## src/hdl/rrq_pkg.sv

```systemverilog
// Package for the rotary rotate-and-quantize block.
// Holds widths, register indexes, the CORDIC arctangent table and the
// quantizer settings type. No dependencies.
`timescale 1ns / 1ps
package rrq_pkg;

  localparam int SAMPLE_W     = 16;
  localparam int ANGLE_W      = 16;
  localparam int CORDIC_STEPS = 24;
  localparam int GUARD_BITS   = 8;
  localparam int CODE_W       = 8;
  localparam int QBITS_W      = 4;
  localparam int RANGE_W      = 15;
  localparam int DEN_W        = RANGE_W + GUARD_BITS + 1;
  localparam int KINV_W       = 21;
  localparam int FIFO_DEPTH   = 4;
  localparam int CFG_IDX_W    = 2;

  localparam logic signed [KINV_W-1:0] KINV_Q20   = 21'sd636751;
  localparam logic [RANGE_W-1:0]       RANGE_ONE  = 15'd4096;
  localparam logic [QBITS_W-1:0]       QBITS_MAX  = 4'd8;

  localparam logic [CFG_IDX_W-1:0] CFG_QUANT_BITS  = 2'd0;
  localparam logic [CFG_IDX_W-1:0] CFG_VALUE_RANGE = 2'd1;

  typedef struct packed {
    logic [CODE_W-1:0] scale;
    logic [DEN_W-1:0]  den;
  } quant_cfg_t;

  function automatic logic [31:0] atan_turn(input int idx);
    logic [31:0] a;
    case (idx)
      0:  a = 32'h20000000;
      1:  a = 32'h12E4051E;
      2:  a = 32'h09FB385B;
      3:  a = 32'h051111D4;
      4:  a = 32'h028B0D43;
      5:  a = 32'h0145D7E1;
      6:  a = 32'h00A2F61E;
      7:  a = 32'h00517C55;
      8:  a = 32'h0028BE53;
      9:  a = 32'h00145F2F;
      10: a = 32'h000A2F98;
      11: a = 32'h000517CC;
      12: a = 32'h00028BE6;
      13: a = 32'h000145F3;
      14: a = 32'h0000A2FA;
      15: a = 32'h0000517D;
      16: a = 32'h000028BE;
      17: a = 32'h0000145F;
      18: a = 32'h00000A30;
      19: a = 32'h00000518;
      20: a = 32'h0000028C;
      21: a = 32'h00000146;
      22: a = 32'h000000A3;
      23: a = 32'h00000051;
      default: a = 32'h00000000;
    endcase
    return a;
  endfunction

endpackage

```

## src/hdl/rrq_front.sv

```systemverilog
// Front end: takes the fields of an input transaction, picks the quadrant and does the
// exact quarter-turn pre-rotation with guard bits. Depends on rrq_pkg.
`timescale 1ns / 1ps
module rrq_front #(
  parameter int SAMPLE_WIDTH = rrq_pkg::SAMPLE_W,
  parameter int ANGLE_WIDTH  = rrq_pkg::ANGLE_W,
  parameter int CW           = SAMPLE_WIDTH + 11,
  parameter int FW           = 2 * CW + 32
) (
  input  logic                    [SAMPLE_WIDTH-1:0] coord_x,
  input  logic                    [SAMPLE_WIDTH-1:0] coord_y,
  input  logic                    [ANGLE_WIDTH-1:0]  rot_angle,
  output logic                    [FW-1:0]           item
);

  logic signed [CW-1:0] x, y, px, py;
  logic [31:0]          a32, quad_sum, resid;
  logic [1:0]           quad;

  always_comb begin
    x        = CW'($signed(coord_x));
    y        = CW'($signed(coord_y));
    a32      = {rot_angle, {(32 - ANGLE_WIDTH){1'b0}}};
    quad_sum = a32 + 32'h20000000;
    quad     = quad_sum[31:30];
    resid    = a32 - {quad, 30'b0};
    case (quad)
      2'd1: begin
        px = -y;
        py = x;
      end
      2'd2: begin
        px = -x;
        py = -y;
      end
      2'd3: begin
        px = y;
        py = -x;
      end
      default: begin
        px = x;
        py = y;
      end
    endcase
    item = {px <<< rrq_pkg::GUARD_BITS, py <<< rrq_pkg::GUARD_BITS, resid};
  end

endmodule

```

## config.mk

```make
export PLATFORM = sky130hd
export DESIGN_NAME = rrq_front
export DESIGN_NICKNAME = d
export VERILOG_FILES = /design/src/hdl/rrq_pkg.sv /design/src/hdl/rrq_front.sv
export SDC_FILE = /design/constraint.sdc
export NUM_CORES = 1
export LEC_CHECK = 0
export BUFFER_PORTS_ARGS = -buffer_cell sky130_fd_sc_hd__buf_2
export CAP_MARGIN = 30
export CORE_UTILIZATION = 43
export DETAILED_ROUTE_END_ITERATION = 6
export PLACE_DENSITY = 0.86
export SYNTH_ARGS = -nofsm -noshare
export SYNTH_HDL_FRONTEND = slang
export SYNTH_SLANG_ARGS = --single-unit
```

## constraint.sdc

```tcl
create_clock -name vclk -period 1.9
set_clock_uncertainty 0.15 [all_clocks]
set_input_delay 0 -clock vclk [all_inputs]
set_output_delay 0 -clock vclk [all_outputs]
set_load 0.03 [all_outputs]
```

# Yosys cells after proc, flatten, opt, wreduce, memory -nomap -nowiden
# Cells that the tools add are included.
# totals
register_bits,0
latchBits,0
mem_bits_rw,0
rom_bits,0
output_inout_bits,86
n_memories,0
# classes
add_sub_neg,4
n_mul,0
n_div,0
n_lt_le_gt_ge,0
n_eq_ne,3
shift,0
n_mux,2
bitwise_logic,0
n_reduce_logical,0
# op_table
operator,n
19-bit case mux with 3 select lines,2
16-bit negation with 19-bit output,2
"32-bit by 30-bit adder with 32-bit output, second input constant",1
32-bit subtractor,1
"2-bit == test, second input constant",2
"2-bit by 1-bit == test with 1-bit output, second input constant",1

# Longest topological paths before layout
# depth
ltp_word,3
ltp_mapped,7
mapped_depth_nobuf,7

# Least setup slack after synthesis
# OpenSTA, ideal clock, no wires.
# synth_timing
path_type,input to output
from,in rot_angle[13]
to,out item[75]
arrival_ns,1.786
setup_slack_ns,-0.036
stages,6
n_path_buf,1
cell_sequence,ha_1 -> xnor2_2 -> clkbuf_1 -> o21ai_0 -> xor2_1 -> o21ai_0
# synth_between
elab_chain_cells,3
# synth_rtl
item,line_no,text
start: declaration,rrq_front.sv:12,"input logic [ANGLE_WIDTH-1:0] rot_angle,"
32-bit by 30-bit adder with 32-bit output *,rrq_front.sv:24,quad_sum = a32 + 32'h20000000;
2-bit == test / 2-bit by 1-bit == test with 1-bit output (equally long branches),rrq_front.sv:27,case (quad)
19-bit case mux with 3 select lines *,rrq_front.sv:27,
end: declaration,rrq_front.sv:13,output logic [FW-1:0] item
# Every way passes the cells marked *; elsewhere a longest branch is shown, timed or not.

# Worst setup path in the final report
# layout_timing
from,in coord_y[0]
to,out item[73]
# layout_between
elab_chain_cells,2
# layout_rtl
item,line_no,text
start: declaration,rrq_front.sv:11,"input logic [SAMPLE_WIDTH-1:0] coord_y,"
16-bit negation with 19-bit output,rrq_front.sv:29,px = -y;
19-bit case mux with 3 select lines,rrq_front.sv:27,
# No other way between the ends.

==> results.cfg <==
[detailed_routing]
routed_via_density = 4.964
route.detailed.drc = 0
drtPass1Iterations = 4
wl_per_cell_um = 11.97
ant_nets = 0
drt_wl_total_um = 4668
via_count = 1936
first_iter_violations = 63

[worst_setup_path]
crit_path_start_kind = input pin
cp.arrival_ps = 1670
crit_type = input pin to primary output
crit_path_max_fanout = 4
crit_path_end_kind = primary output
required_ps = 1750

[finish]
nets = 396
finalNonFillerCells = 390
seq_cell_count = 0
final_cell_area_um2 = 2178
clkbuf_count = 0
final_common_cell = buf_2
drive_above_1_share_pct = 31.29
antennaDiodeCount = 0
syn_to_final_growth_pct = 24.80
regArea_um2 = 0
final_util_pct = 57.76
final_cell_mix = buf_2 (75), nor2_1 (34), conb_1 (32), a21oi_1 (26), xnor2_1 (23)

[place]
dpl_cell_area_um2 = 2019
hpwl_um = 3620
numPortBuffers = 76
dp.cells = 376
place_ws_ps = 61.72
place_congestion = 0.9004

[logic_synthesis]
avgSynthCellArea_um2 = 6.489
ys.warnings.count = 0
syn-instance-count = 269
synthMuxAreaShare_pct = 6.738
synth_top_family_by_area = buffers and inverters
synth_compound_area_share_pct = 19.86
synth_xor_area_share_pct = 23.44
syn-cell-area_um2 = 1745
synthAdderAreaFrac_pct = 2.867
synth-seq-area-share_pct = 0
synthSimpleGateAreaFrac_pct = 22.22
yosysUniqueCellTypes = 39

[min_path]
hp-class = input pin to primary output

[grt]
track_usage_pct = 20.62
grt_antenna_before_repair = 0
grt_overflow_total = 0
grt_max_degree = 37
grt_pass1_wl_um = 7238
grt_pass1_vias = 1689

[pwr]
finalPower_mw = 1.195
p_leak_nw = 1.046
vdd_drop_max_mv = 0.2937
power.density_nw_per_um2 = 548.4

[timing]
max_clock_freq_ghz = 0.5504
min_period_over_period_pct = 95.62
whs_ps = 139.0
setup_viol = 0
hold_viol = 0
setup_slack_ps = 83.13
slew_viol_final = 0
fin_tns_setup_ps = 0
period_needed_ps = 1817

[floorplanning]
pin_count = 134
dieArea_um2 = 4318
start_util_pct = 46.28
rows = 22
core_area_um2 = 3771
die_w_um = 65.71
die_h_um = 65.71

[status]
status = completed

[run]
drv_cap = 0
[final cells by class]
class	count	area (µm²)
inverters	8	30.03
well taps	48	60.06
fillers	358	1593
repair buffers	102	635.6
multi-input cells	232	1453
[synth_stat cells, types with 2 or more instances]
cell type  number  share of area (%)
ha_1            4                2.9
buf_4          46                 20
xor2_1         20                 10
o31ai_1         3                1.3
xnor2_1        23                 12
a41oi_1         3                1.5
nor4_2          2                1.4
inv_1           8                1.7
mux2_2          2                1.3
o21ai_0        18                5.2
a31oi_1         4                1.4
or2_2           2               0.72
nor3b_1         2               0.86
a32oi_1         2                1.0
o21a_1          2               0.86
mux4_2          2                2.6
buf_2           2               0.57
nand2b_1        3                1.1
clkbuf_1       12                2.6
nor3_1          7                2.0
a21oi_1        26                7.5
mux2i_1         5                2.9
nor2_1         34                7.3
nand2_1        22                4.7
[report_power, final]
group          total, mW  internal, mW  switching (mW)
clock network          0             0               0
registers              0             0               0
logic               1.19         0.383           0.812
[worst max-delay path: stages]
cell	delay [ps]
buf_2	130
inv_1	80
ha_2	200
or3b_2	500
nor3_4	150
nor2_1	80
xnor2_1	110
o21ai_0	210
buf_4	210
[layer usage]
layer  GRT usage, %  vias to the layer above  routed length, µm
met5              0                        -                  0
met4          4.891                        0                 81
met3         0.1736                        8                322
met2          38.39                       98               2334
met1          25.90                      852               1930
li1               -                      978                  -
[repair_timing]
item	CTS	global route
hold buffers	13	0
buffers inserted	0	1
resized for setup	0	6
setup endpoints to repair	0	9
hold endpoints to repair	13	0
[worst paths after layout]
kind / cells past startpoint / startpoint / slack, ps / end
hold / removal: 2 / rot_angle[13] / 140 / item[29]
setup / recovery: 9 / coord_y[0] / 80 / item[73]
[logic make-up (layout without fill, tap and decap cells)]
logic type,Yosys count,after routing
other,1,32
XOR/XNOR,45,45
AND/OR/NAND/NOR,81,81
buffers and inverters,68,110
AO/OA/AOI/OAI,61,61
adder cells (fa/ha/maj),4,4
multiplexers,9,9
Power figures use the tool's default switching activity.
