[src/hdl/rrq_fifo.sv]
// Short register queue between the front and the back of the block.
// Depends on nothing but its parameters.
`timescale 1ns / 1ps
module rrq_fifo #(
  parameter int WIDTH = 8,
  parameter int DEPTH = 4
) (
  input  logic             clk,
  input  logic             rst_n,
  input  logic             push,
  input  logic [WIDTH-1:0] push_data,
  output logic             full,
  input  logic             pop,
  output logic             not_empty,
  output logic [WIDTH-1:0] pop_data
);

  localparam int PTR_W = (DEPTH > 1) ? $clog2(DEPTH) : 1;
  localparam int CNT_W = $clog2(DEPTH + 1);

  logic [WIDTH-1:0] mem_r [DEPTH];
  logic [PTR_W-1:0] wr_ptr_r, wr_ptr_nxt, rd_ptr_r, rd_ptr_nxt;
  logic [CNT_W-1:0] cnt_r, cnt_nxt;
  logic             do_push, do_pop;

  assign full      = (cnt_r == CNT_W'(DEPTH));
  assign not_empty = (cnt_r != '0);
  assign do_push   = push && !full;
  assign do_pop    = pop && not_empty;
  assign pop_data  = mem_r[rd_ptr_r];

  always_comb begin
    wr_ptr_nxt = wr_ptr_r;
    rd_ptr_nxt = rd_ptr_r;
    cnt_nxt    = cnt_r;
    if (do_push) begin
      wr_ptr_nxt = (wr_ptr_r == PTR_W'(DEPTH - 1)) ? '0 : wr_ptr_r + 1'b1;
    end
    if (do_pop) begin
      rd_ptr_nxt = (rd_ptr_r == PTR_W'(DEPTH - 1)) ? '0 : rd_ptr_r + 1'b1;
    end
    if (do_push && !do_pop) begin
      cnt_nxt = cnt_r + 1'b1;
    end else if (do_pop && !do_push) begin
      cnt_nxt = cnt_r - 1'b1;
    end
  end

  always_ff @(posedge clk) begin
    if (!rst_n) begin
      wr_ptr_r <= '0;
      rd_ptr_r <= '0;
      cnt_r    <= '0;
    end else begin
      wr_ptr_r <= wr_ptr_nxt;
      rd_ptr_r <= rd_ptr_nxt;
      cnt_r    <= cnt_nxt;
    end
  end

  always_ff @(posedge clk) begin
    if (do_push) begin
      mem_r[wr_ptr_r] <= push_data;
    end
  end

endmodule

[config.mk]
export PLATFORM = sky130hd
export DESIGN_NAME = rrq_fifo
export DESIGN_NICKNAME = d
export VERILOG_FILES = /design/src/hdl/rrq_fifo.sv
export SDC_FILE = /design/constraint.sdc
export NUM_CORES = 1
export LEC_CHECK = 0
export ABC_AREA = 1
export BUFFER_PORTS_ARGS = -buffer_cell sky130_fd_sc_hd__buf_2
export CAP_MARGIN = 0
export CORE_ASPECT_RATIO = 1.2
export CORE_MARGIN = 8
export CORE_UTILIZATION = 56
export CTS_CLUSTER_DIAMETER = 40
export DETAILED_ROUTE_END_ITERATION = 12
export GPL_TIMING_DRIVEN = 1
export HOLD_SLACK_MARGIN = 0.06
export PLACE_DENSITY = 0.78
export SLEW_MARGIN = 40
export SYNTH_ARGS = -nofsm -noshare
export SYNTH_HDL_FRONTEND = slang
export SYNTH_SLANG_ARGS = --single-unit
[constraint.sdc]
create_clock -name clk -period 2.1 [get_ports clk]
set_input_delay 0.21 -clock clk [delete_from_list [all_inputs] [get_ports clk]]
set_output_delay 0.21 -clock clk [all_outputs]
set_load 0.01 [all_outputs]
### Word-level counts from Yosys, hierarchy flattened

Memories as Yosys holds them, arrays and structs flattened. A register that Yosys moved wholly into a read port is not among the register bits.
Index checks and enable logic that the tools add are counted.

| operators by class | value |
|---|---|
| equal/unequal tests | 3 |
| mux-type cells | 8 |
| reductions and logical operators | 9 |
| add/subtract/negate cells | 4 |

Operators with widths:

| kind | count |
|---|---|
| $mux 2 | 4 |
| $mux 3 | 2 |
| $add 2x1->2 const B | 2 |
| $eq 2x2->1 const B | 2 |
| $logic_and 1x1->1 | 4 |
| $add 3x1->3 const B | 1 |
| $eq 3x3->1 const B | 1 |
| $logic_not 1->1 | 3 |
| $reduce_bool 3->1 | 1 |
| $sub 3x1->3 const B | 1 |
| $mux 1 | 2 |
| $reduce_bool 2->1 | 1 |

| storage, ports and cells | value |
|---|---|
| bits in registers | 7 |
| input bits | 12 |
| logic and storage cells | 28 |
| RAM bits | 32 |
| output and inout port bits | 10 |
| memories | 1 |

Memories:

| memory | depth | width | rd ports | clocked after Yosys merged registers in | write ports | RTL line | source |
|---|---|---|---|---|---|---|---|
| mem_r | 4 | 8 | 1 | 1 | 1 | 21 | `logic [WIDTH-1:0] mem_r [DEPTH];` |

### Depth between registers and ports, before layout

Gate-level depths: netlist of the first run.

| depth | value |
|---|---|
| depth in word-level cells | 7 |
| mapped depth | 13 |
| depth with buffers taken out | 13 |

### Least setup slack after synthesis of the first run

No wires, ideal clock.

| timing | value |
|---|---|
| path kind | flip-flop to flip-flop |
| from | register cnt_r[1] |
| to | register cnt_r[1] |
| path slack | 410 ps |
| buffers on the path | 0 |
| library setup time | 116 ps |
| arrival | 1,574 ps |
| stages on the path, launching flop included | 10 |
| data required time | 1,984 ps |
| clock period less this slack | 1,690 ps |
| cell sequence | dfxtp_1 > nor2_1 > nand2_1 > nand2_2 > inv_1 > ha_1 > inv_1 > fa_1 > o21ai_0 > nor2_1 |

| between the ends | value |
|---|---|
| elaborated cells between the ends (all ways) | 14 |
| classes of those cells | 2 x add/sub; 1 x eq/ne; 2 x mux; 9 x reduce/logical |

RTL lines:

| what | RTL line | source |
|---|---|---|
| start: declaration | 23 | `logic [CNT_W-1:0] cnt_r, cnt_nxt;` |
| start signal: assignment | 57 | `cnt_r <= cnt_nxt;` |
| $eq 3x3->1 | 26 | `assign full = (cnt_r == CNT_W'(DEPTH));` |
| $logic_not 1->1 | 28 | `assign do_push = push && !full;` |
| $logic_and 1x1->1 | 28 |  |
| net do_push | 24 | `logic do_push, do_pop;` |
| $logic_and 1x1->1 | 42 | `if (do_push && !do_pop) begin` |
| $mux 3 | 42 |  |
| net cnt_nxt[1] | 23 |  |

The timed path passes the listed nets, and every way through them passes these cells. The select of a mux whose other input is x is not followed.
A chain may end at the register's enable or synchronous reset.

### Worst setup path after layout of the first run

Same ends and word-level chain as after synthesis.

==> flow_summary.json, run 1 <==
{
  "hold_buffers": 0,
  "drt-initial-drc-count": 59,
  "grtUsageTotal": 0.125,
  "p_total_mw": 2.39,
  "layout.nets": 199,
  "rr_startpoint": "cnt_r[1]$_SDFFE_PN0P_",
  "portBuffers": 21,
  "grt_util_met3": 0.0426,
  "whs_ps": 84.7,
  "cts_root_buf": "clkbuf_4",
  "synth_cells": 147,
  "endpoint_kind": "register",
  "hold_viol_final": 0,
  "dr.pass1.iters": 4,
  "hp-class": "in2reg",
  "startpoint_type": "register",
  "synth_fp_nets": 166,
  "status": "completed",
  "grt_overflow": 0,
  "vias": 1156,
  "slew_violations": 0,
  "rsz0062_at_grt": "false",
  "diodes": 0,
  "drc": 0,
  "start_util": 0.568,
  "p_leak_nw": 0.813,
  "finalSetupViolations": 0,
  "synth_area_um2": 1690,
  "most-common-layout-cells": "nor2_1 (33), edfxtp_1 (32), buf_2 (21), inv_1 (17)",
  "antenna_found_initial": 0,
  "htree_levels": 2,
  "hold_end": "mem_r[0][1]$_DFFE_PP_",
  "fin_crit_sh": 0.903,
  "drive_above_1_share": 0.215,
  "ir_worst_vdd_mv": 1.09,
  "worstPathArrival_ps": 2140,
  "grt_pass1_vias": 1256,
  "cts_buffer_depth": 2,
  "slowest_stage": "fa_1",
  "hold_path_depth": 1,
  "fin_tns_setup_ps": 0,
  "cts_made_buffers": 5,
  "clock.fmax_ghz": 0.527,
  "final_common_cell": "nor2_1",
  "worst_pin_slew_ps": 342,
  "grt.met1_usage": 0.106,
  "coreArea_um2": 2970,
  "dp_hpwl_um": 2240,
  "path_clk_slew_ps": 120,
  "crit_required_ps": 2340,
  "worst-setup-path-type": "reg2reg",
  "cts_tree": "built",
  "ant_nets": 0,
  "slowest_delay_ps": 400,
  "num_rows": 22,
  "grt_first_pass_wirelength_um": 4880,
  "crit_chain": "nor2_1 -> nand2_1 -> nand2_2 -> inv_1 -> ha_1 -> inv_1 -> fa_1 -> o21ai_0 -> nor2_1",
  "gp_congestion": 0.779,
  "avgSynthCellArea_um2": 11.5,
  "r2r_cells": 9,
  "die_y_um": 76.2,
  "die-area_um2": 5040,
  "viasPerCell": 5.33,
  "yosysSeqAreaShare": 0.676,
  "slew_headroom": 0.772,
  "grt_start_max_net_pins": 17,
  "clock_latency_ps": 340,
  "postCtsSetupRepairBufs": 0,
  "skew_ps": 8.23,
  "crit_buf_inv": 2,
  "fillers": 212,
  "synth_seq_cells": 41,
  "crit_fanout": 7,
  "io_pins": 22,
  "drv_cap": 0,
  "critPathTopFamily": "adder cells",
  "final_util": 0.662,
  "synth_warnings": 0,
  "synth_cell_types": 18,
  "dpl_worst_slack_ps": 246,
  "rrSetupSlack_ps": 200,
  "period_minus_slack_ps": 1900,
  "syn2layout_area_growth_pct": 16.4,
  "drt_wl_total_um": 3140,
  "die_w_um": 66.1,
  "grt.busiest_layer": "met2",
  "post_drt_wl_per_cell_um": 14.5,
  "cts_sinks": 41,
  "fin_ws_ps": 204,
  "cts_resized": 0,
  "min_from": "push_data[1]",
  "p_per_area_nw_per_um2": 1220,
  "met2_usage": 0.229,
  "r2r_end": "cnt_r[1]$_SDFFE_PN0P_"
}
[per-stage QoR]
stage,instance area [um2],instances
CTS,1950,215
global route,1970,217
global placement,1850,207
floorplan,1690,147
detailed placement,1850,207
finish,1970,217
[state kept, by name (all words and copies together), names as in the netlist, named ones only]
name      cells
cnt_r         3
mem_r        32
rd_ptr_r      2
wr_ptr_r      2
[worst max path at each step]
stage	from	to	depth (start not counted)
floorplan	cnt_r[1]$_SDFFE_PN0P_	cnt_r[1]$_SDFFE_PN0P_	9
global placement	cnt_r[1]$_SDFFE_PN0P_	cnt_r[1]$_SDFFE_PN0P_	9
detailed placement	cnt_r[1]$_SDFFE_PN0P_	cnt_r[2]$_SDFFE_PN0P_	13
CTS	cnt_r[1]$_SDFFE_PN0P_	cnt_r[2]$_SDFFE_PN0P_	13
global route	cnt_r[1]$_SDFFE_PN0P_	cnt_r[2]$_SDFFE_PN0P_	13
finish	cnt_r[1]$_SDFFE_PN0P_	cnt_r[1]$_SDFFE_PN0P_	9
[final cells by class]
cell class                 count  area, um2  area share
clock buffer                   7       87.6      0.0445
inverter                      18       67.6      0.0344
timing repair buffer          28        163      0.0827
clock inverter                 1       5.00     0.00254
sequential                    41       1140       0.580
tap                           36       45.0      0.0229
multi-input combinational     86        458       0.233
[routing by layer]
layer / vias to the layer above / wire, um / part of all wire
met2: 37 / 1790 / 0.57
met4: 0 / 67 / 0.021
met1: 545 / 1070 / 0.34
li1: 564 / - / -
met3: 10 / 205 / 0.065
met5: - / 0 / 0
[cells by family (layout without fill, tap and decap cells)]
family          Yosys count  count (layout)  share of synthesized area
buf+inv                  20              54                     0.0533
flops                    41              41                      0.676
fa+ha+maj                 7               7                     0.0563
compound gates           28              28                     0.0956
simple gates             51              51                      0.119
[synth_stat cells]
cell type / number / area (um2)
edfxtp_1: 32 / 961
o21ai_1: 1 / 5.00
nand2_1: 14 / 52.6
nand3b_1: 1 / 7.51
nand2_2: 1 / 6.26
o22ai_1: 8 / 50.1
inv_2: 1 / 3.75
fa_1: 1 / 20.0
nand3_1: 1 / 5.00
a21oi_1: 2 / 10.0
nand4_1: 1 / 6.26
ha_1: 6 / 75.1
o21ai_2: 3 / 26.3
dfxtp_1: 9 / 180
o21ai_0: 14 / 70.1
nor2_1: 33 / 124
inv_1: 17 / 63.8
buf_6: 2 / 22.5
[worst reg2reg max path, stage by stage (launching register included)]
cell	delay [ps]
dfxtp_1	360
nor2_1	160
nand2_1	130
nand2_2	140
inv_1	60
ha_1	210
inv_1	80
fa_1	400
o21ai_0	190
nor2_1	70
[power breakdown]
group	switching, mW	internal (mW)
Sequential	0.0944	1.01
Clock	0.241	0.273
Combinational	0.481	0.295
Total	0.816	1.58
(Power assumes the default switching activity.)
==> run 2, diff against run 1 <==
==> constraint.sdc (replaced) <==
create_clock -name clk -period 2.1 [get_ports clk]
set_input_delay 0.21 -clock clk [delete_from_list [all_inputs] [get_ports clk]]
set_output_delay 0.21 -clock clk [all_outputs]
set_load 0.05 [all_outputs]
==> run 2 against run 1 <==
Compared with the run above: register-to-register slack improved by 30 ps; sequential power about the same; final cell count decreased by 0.46%; total power is 10% higher; maximum frequency increased by 1.5%; combinational power is 43% higher; utilization down 1.1 points; clock-buffer cell count stayed put; clock power down 16%; largest cell class unchanged.
==> flow_summary.json, run 2 (same netlist as run 1, synthesis figures left out) <==
{
  "slew_violations": 0,
  "rsz0062_at_grt": "false",
  "endpoint_kind": "register",
  "regArea_um2": 1140,
  "die_w_um": 66.1,
  "drt-initial-drc-count": 47,
  "cts_made_buffers": 5,
  "placed_area_um2": 1850,
  "top_layer": "met4",
  "multi_input_comb_area_um2": 458,
  "dr.pass1.iters": 4,
  "grtUsageTotal": 0.124,
  "coreArea_um2": 2970,
  "wirelength_met1_um": 1140,
  "routed-wl-met2_um": 1560,
  "portBuffers": 21,
  "stdcell_area_um2": 1930,
  "period_minus_slack_ps": 1870,
  "path_clk_slew_ps": 120,
  "die_y_um": 76.2,
  "syn2layout_area_growth_pct": 14.5,
  "cts_root_buf": "clkbuf_4",
  "status": "completed",
  "slew_headroom": 0.779,
  "cts_resized": 0,
  "fin_crit_sh": 0.889,
  "start_util": 0.568,
  "largest_reg_flops": 32,
  "drc": 0,
  "slowest_stage": "dfxtp_1",
  "p_leak_nw": 0.798,
  "postCtsSetupRepairBufs": 0,
  "clock.fmax_ghz": 0.535,
  "p_total_mw": 2.64,
  "most-common-layout-cells": "nor2_1 (33), edfxtp_1 (32), buf_2 (21), inv_1 (17)",
  "crit_top_cell": "inv_1",
  "whs_ps": 69.3,
  "grt_first_pass_wirelength_um": 4800,
  "skew_ps": 7.99,
  "cts_sinks": 41,
  "wl_met3_um": 165,
  "drive_above_1_share": 0.217,
  "viasPerCell": 5.22,
  "grt_overflow": 0,
  "hp-class": "in2reg",
  "gp_congestion": 0.772,
  "p_per_area_nw_per_um2": 1360,
  "ir_worst_vdd_mv": 0.923,
  "worst_pin_slew_ps": 331,
  "diodes": 0,
  "crit_fanout": 7,
  "vias": 1128,
  "grt_start_max_net_pins": 17,
  "num_rows": 22,
  "finalSetupViolations": 0,
  "clock_latency_ps": 350,
  "dp_hpwl_um": 2120,
  "htree_levels": 2,
  "ant_nets": 0,
  "reg_top3": "mem_r: 32 flops, cnt_r: 3 flops",
  "die-area_um2": 5040,
  "worstPathArrival_ps": 2130,
  "finalNonFillerCells": 216,
  "startpoint_type": "register",
  "fillers": 243,
  "grt_pass1_vias": 1177,
  "worst-setup-path-type": "reg2reg",
  "final_common_cell": "nor2_1",
  "layout.nets": 198,
  "fin_tns_setup_ps": 0,
  "crit_required_ps": 2360,
  "cts_tree": "built",
  "antenna_found_initial": 0,
  "hold_viol_final": 0,
  "hold_buffers": 0,
  "io_pins": 22,
  "crit_chain": "nor2_1 -> nand2_1 -> nand2_2 -> inv_1 -> ha_1 -> inv_1 -> fa_1 -> inv_1 -> nand2_1 -> nand3_1 -> nand2_1 -> inv_1 -> nor2_1",
  "drt_wl_total_um": 2910,
  "post_drt_wl_per_cell_um": 13.5,
  "largest_register": "mem_r",
  "slowest_delay_ps": 410,
  "cts_buffer_depth": 2,
  "drv_cap": 0,
  "dp_cells": 207
}
==> run 2: cell count changes in the layout (fill, tap and decap cells not counted) <==
cell,before,now
clkbuf_16,2,0
dlygate4sd3_1,2,1
clkbuf_8,0,2
==> run 2: final timing paths <==
check	slack (ps)	from	to	cells after the start
setup / recovery	230	cnt_r[1]$_SDFFE_PN0P_	cnt_r[2]$_SDFFE_PN0P_	13
hold / removal	70	push_data[7]	mem_r[2][7]$_DFFE_PP_	1
setup reg to reg	230	cnt_r[1]$_SDFFE_PN0P_	cnt_r[2]$_SDFFE_PN0P_	13
hold reg to reg	530	cnt_r[0]$_SDFFE_PN0P_	cnt_r[0]$_SDFFE_PN0P_	2
==> run 2: stage by stage <==
stage | setup WS [ps] | utilization
finish | 232 | 0.651
global route | 49.7 | 0.651
CTS | 217 | 0.647
detailed placement | 247 | 0.624
global placement | 334 | 0.624
floorplan | 90.9 | -
==> run 2: layer usage <==
layer	up-vias	track usage
met4	0	0.0642
met1	534	0.122
met2	22	0.215
li1	568	-
met3	4	0.0441
met5	-	0
==> run 2: where the power goes <==
group / total, mW / switching, mW / internal, mW
sequential: 1.10 / 0.0911 / 1.01
combinational: 1.11 / 0.810 / 0.296
clock: 0.433 / 0.239 / 0.194
total: 2.64 / 1.14 / 1.50
==> run 2: critical path, delay by kind of cell, from the launching register on <==
kind | cells | cell delay, ps
simple gates | 7 | 560
fa+ha+maj | 2 | 540
buf+inv | 4 | 270
flops | 1 | 410
==> run 2: final cells by class <==
type                       count  area share
multi-input combinational     86       0.237
tap                           36      0.0233
timing repair buffer          27      0.0789
sequential                    41       0.590
clock inverter                 1     0.00259
inverter                      18      0.0349
clock buffer                   7      0.0336
==> run 3, diff against run 2 <==
--- a/config.mk
+++ b/config.mk
@@ -5,17 +5,17 @@
 export SDC_FILE = /design/constraint.sdc
 export NUM_CORES = 1
 export LEC_CHECK = 0
-export ABC_AREA = 1
+export ABC_AREA = 0
 export BUFFER_PORTS_ARGS = -buffer_cell sky130_fd_sc_hd__buf_2
 export CAP_MARGIN = 0
 export CORE_ASPECT_RATIO = 1.2
 export CORE_MARGIN = 8
-export CORE_UTILIZATION = 56
+export CORE_UTILIZATION = 55
 export CTS_CLUSTER_DIAMETER = 40
 export DETAILED_ROUTE_END_ITERATION = 12
 export GPL_TIMING_DRIVEN = 1
 export HOLD_SLACK_MARGIN = 0.06
-export PLACE_DENSITY = 0.78
+export PLACE_DENSITY = 0.77
 export SLEW_MARGIN = 40
 export SYNTH_ARGS = -nofsm -noshare
 export SYNTH_HDL_FRONTEND = slang
==> run 3 against run 2 <==
Compared with the run above: synthesized cell count is 37% lower; sequential share of layout area is 1.6 points higher; routed wire length is 7.9% lower; critical path depth is 6 lower; first-iteration DRC count is 51% lower; combinational power is 19% lower; clock power is 10% lower.
==> flow_summary.json, run 3 <==
{
  "status": "completed",
  "drv_cap": 0,
  "diodes": 0,
  "dr.pass1.iters": 4,
  "hold_viol_final": 0,
  "num_rows": 21,
  "cts_root_buf": "clkbuf_4",
  "grtUsageTotal": 0.123,
  "synth_most_common_cell": "edfxtp_1",
  "hold_path_depth": 1,
  "synth_warnings": 0,
  "p_per_area_nw_per_um2": 1260,
  "clock_latency_ps": 340,
  "htree_levels": 2,
  "drc": 0,
  "hp-class": "in2reg",
  "synth_cell_types": 23,
  "portBuffers": 21,
  "worst_pin_slew_ps": 400,
  "die_w_um": 65.7,
  "routed-wl-met2_um": 1450,
  "grt_first_pass_wirelength_um": 4310,
  "cts_made_buffers": 5,
  "p_total_mw": 2.39,
  "synth_area_leader_cell": "edfxtp_1",
  "synth_fp_nets": 112,
  "drt-initial-drc-count": 23,
  "synth_cells": 93,
  "clock.fmax_ghz": 0.504,
  "antenna_found_initial": 0,
  "die-area_um2": 4980,
  "yosys-top-cells-area": "edfxtp_1 (59%), dfxtp_1 (11%), mux4_2 (11%)",
  "grt_start_max_net_pins": 13,
  "endpoint_kind": "register",
  "crit_required_ps": 2370,
  "largest_register": "mem_r",
  "synth_edf_count": 32,
  "slew_headroom": 0.733,
  "r2r_cells": 7,
  "rsz0062_at_grt": "false",
  "layout.nets": 139,
  "p_leak_nw": 0.688,
  "largest_reg_flops": 32,
  "path_clk_slew_ps": 110,
  "dp_hpwl_um": 2030,
  "fillers": 196,
  "io_pins": 22,
  "synth_seq_cells": 41,
  "die_y_um": 75.7,
  "cts_buffer_depth": 2,
  "fin_crit_sh": 0.944,
  "ant_nets": 0,
  "wirelength_met1_um": 981,
  "ir_worst_vdd_mv": 0.949,
  "finalSetupViolations": 0,
  "most-common-layout-cells": "edfxtp_1 (32), buf_2 (21), mux4_2 (8), nand2_1 (6), dfxtp_1 (6)",
  "final_common_cell": "edfxtp_1",
  "syn2layout_area_growth_pct": 15.9,
  "vias": 835,
  "dpl_worst_slack_ps": 55.2,
  "skew_ps": 2.38,
  "reg_top3": "mem_r: 32 flops, cnt_r: 3 flops",
  "wl_met3_um": 210,
  "period_minus_slack_ps": 1980,
  "yosysSeqAreaShare": 0.699,
  "crit_fanout": 5,
  "placed_area_um2": 1820,
  "grt_pass1_vias": 900,
  "synth-main-ff-cell": "edfxtp_1",
  "start_util": 0.581,
  "slew_violations": 0,
  "avgSynthCellArea_um2": 17.6,
  "synth_area_um2": 1630,
  "grt_overflow": 0,
  "cts_sinks": 41,
  "worst-setup-path-type": "reg2reg",
  "viasPerCell": 5.39,
  "worstPathArrival_ps": 2250,
  "synth_top_area_share": 0.589,
  "gp_congestion": 0.666,
  "post_drt_wl_per_cell_um": 17.3,
  "drive_above_1_share": 0.405,
  "cts_resized": 0,
  "synthTopCellsByCount": "edfxtp_1 (32), dfxtp_1 (9), mux4_2 (8)",
  "async_reset_ff_frac": 0,
  "fin_ws_ps": 117,
  "startpoint_type": "register",
  "postCtsSetupRepairBufs": 0,
  "final_util": 0.673,
  "stdcell_area_um2": 1890,
  "cts_tree": "built",
  "hold_buffers": 0,
  "coreArea_um2": 2810,
  "drt_wl_total_um": 2680,
  "top_layer": "met4"
}
## run 3: changes by cell type after synthesis, moves of 2 or more
| cell | previous run | this run |
|---|---|---|
| nor2b_1 | 0 | 2 |
| buf_2 | 0 | 2 |
| nand2_1 | 14 | 6 |
| nor2_1 | 33 | 2 |
| mux2i_1 | 0 | 3 |
| mux4_2 | 0 | 8 |
| buf_6 | 2 | 0 |
| a21oi_1 | 2 | 0 |
| inv_1 | 17 | 3 |
| and2_1 | 0 | 5 |
| o21ai_2 | 3 | 0 |
| o21ai_0 | 14 | 3 |
| o22ai_1 | 8 | 0 |
## run 3: cell type report
type / count / area [um2] / share of cell area
Sequential cell: 41 / 1150 / 0.606
Multi-Input combinational cell: 45 / 504 / 0.266
Timing Repair Buffer: 24 / 128 / 0.0674
Clock buffer: 6 / 51.3 / 0.0271
Tap cell: 34 / 42.5 / 0.0225
Inverter: 3 / 11.3 / 0.00595
Clock inverter: 2 / 8.76 / 0.00463
## run 3: kinds of logic (layout without fill, tap and decap cells)
logic type	Yosys count	after routing	synth area share
AOI/OAI and AO/OA	5	5	0.0184
xor gates and xnor gates	2	2	0.0107
adders and majority gates	7	7	0.0582
buffers and inverters	7	35	0.0176
DFF	41	41	0.699
muxes	11	11	0.129
and+or+nand+nor	20	20	0.0674
## run 3: through the flow
stage / instances / setup TNS [ps] / hold slack, ps
2_1_floorplan: 93 / -0.250 / 309
3_3_place_gp: 147 / 0 / 420
3_5_place_dp: 147 / 0 / 431
4_1_cts: 155 / 0 / 64.2
5_1_grt: 155 / 0 / 64.8
6_report: 155 / 0 / 78.1
## run 3: power breakdown
group          internal, mW  switching [mW]  leakage [nW]
clock network         0.158           0.231        0.0357
registers              1.01          0.0915         0.369
logic                 0.340           0.562         0.284
total                  1.50           0.885         0.688
## run 3: routing by layer
layer  track usage  vias up
met5             0        -
met4        0.0728        0
met3        0.0588        4
met2         0.209       25
met1         0.119      402
li1              -      404
## run 3: worst max-delay path, cell delays in order (launching register included)
cell and delay, ps:
dfxtp_2 390, o31ai_4 310, ha_4 190, inv_2 40
fa_2 370, xor2_1 160, or3_4 330, a21boi_1 130
## run 3: final timing paths
check	from	end	slack [ps]
setup / recovery	cnt_r[1]$_SDFFE_PN0P_	cnt_r[2]$_SDFFE_PN0P_	120
hold / removal	push_data[5]	mem_r[1][5]$_DFFE_PP_	80
setup reg to reg	cnt_r[1]$_SDFFE_PN0P_	cnt_r[2]$_SDFFE_PN0P_	120
hold reg to reg	wr_ptr_r[1]$_SDFFE_PN0P_	wr_ptr_r[1]$_SDFFE_PN0P_	510
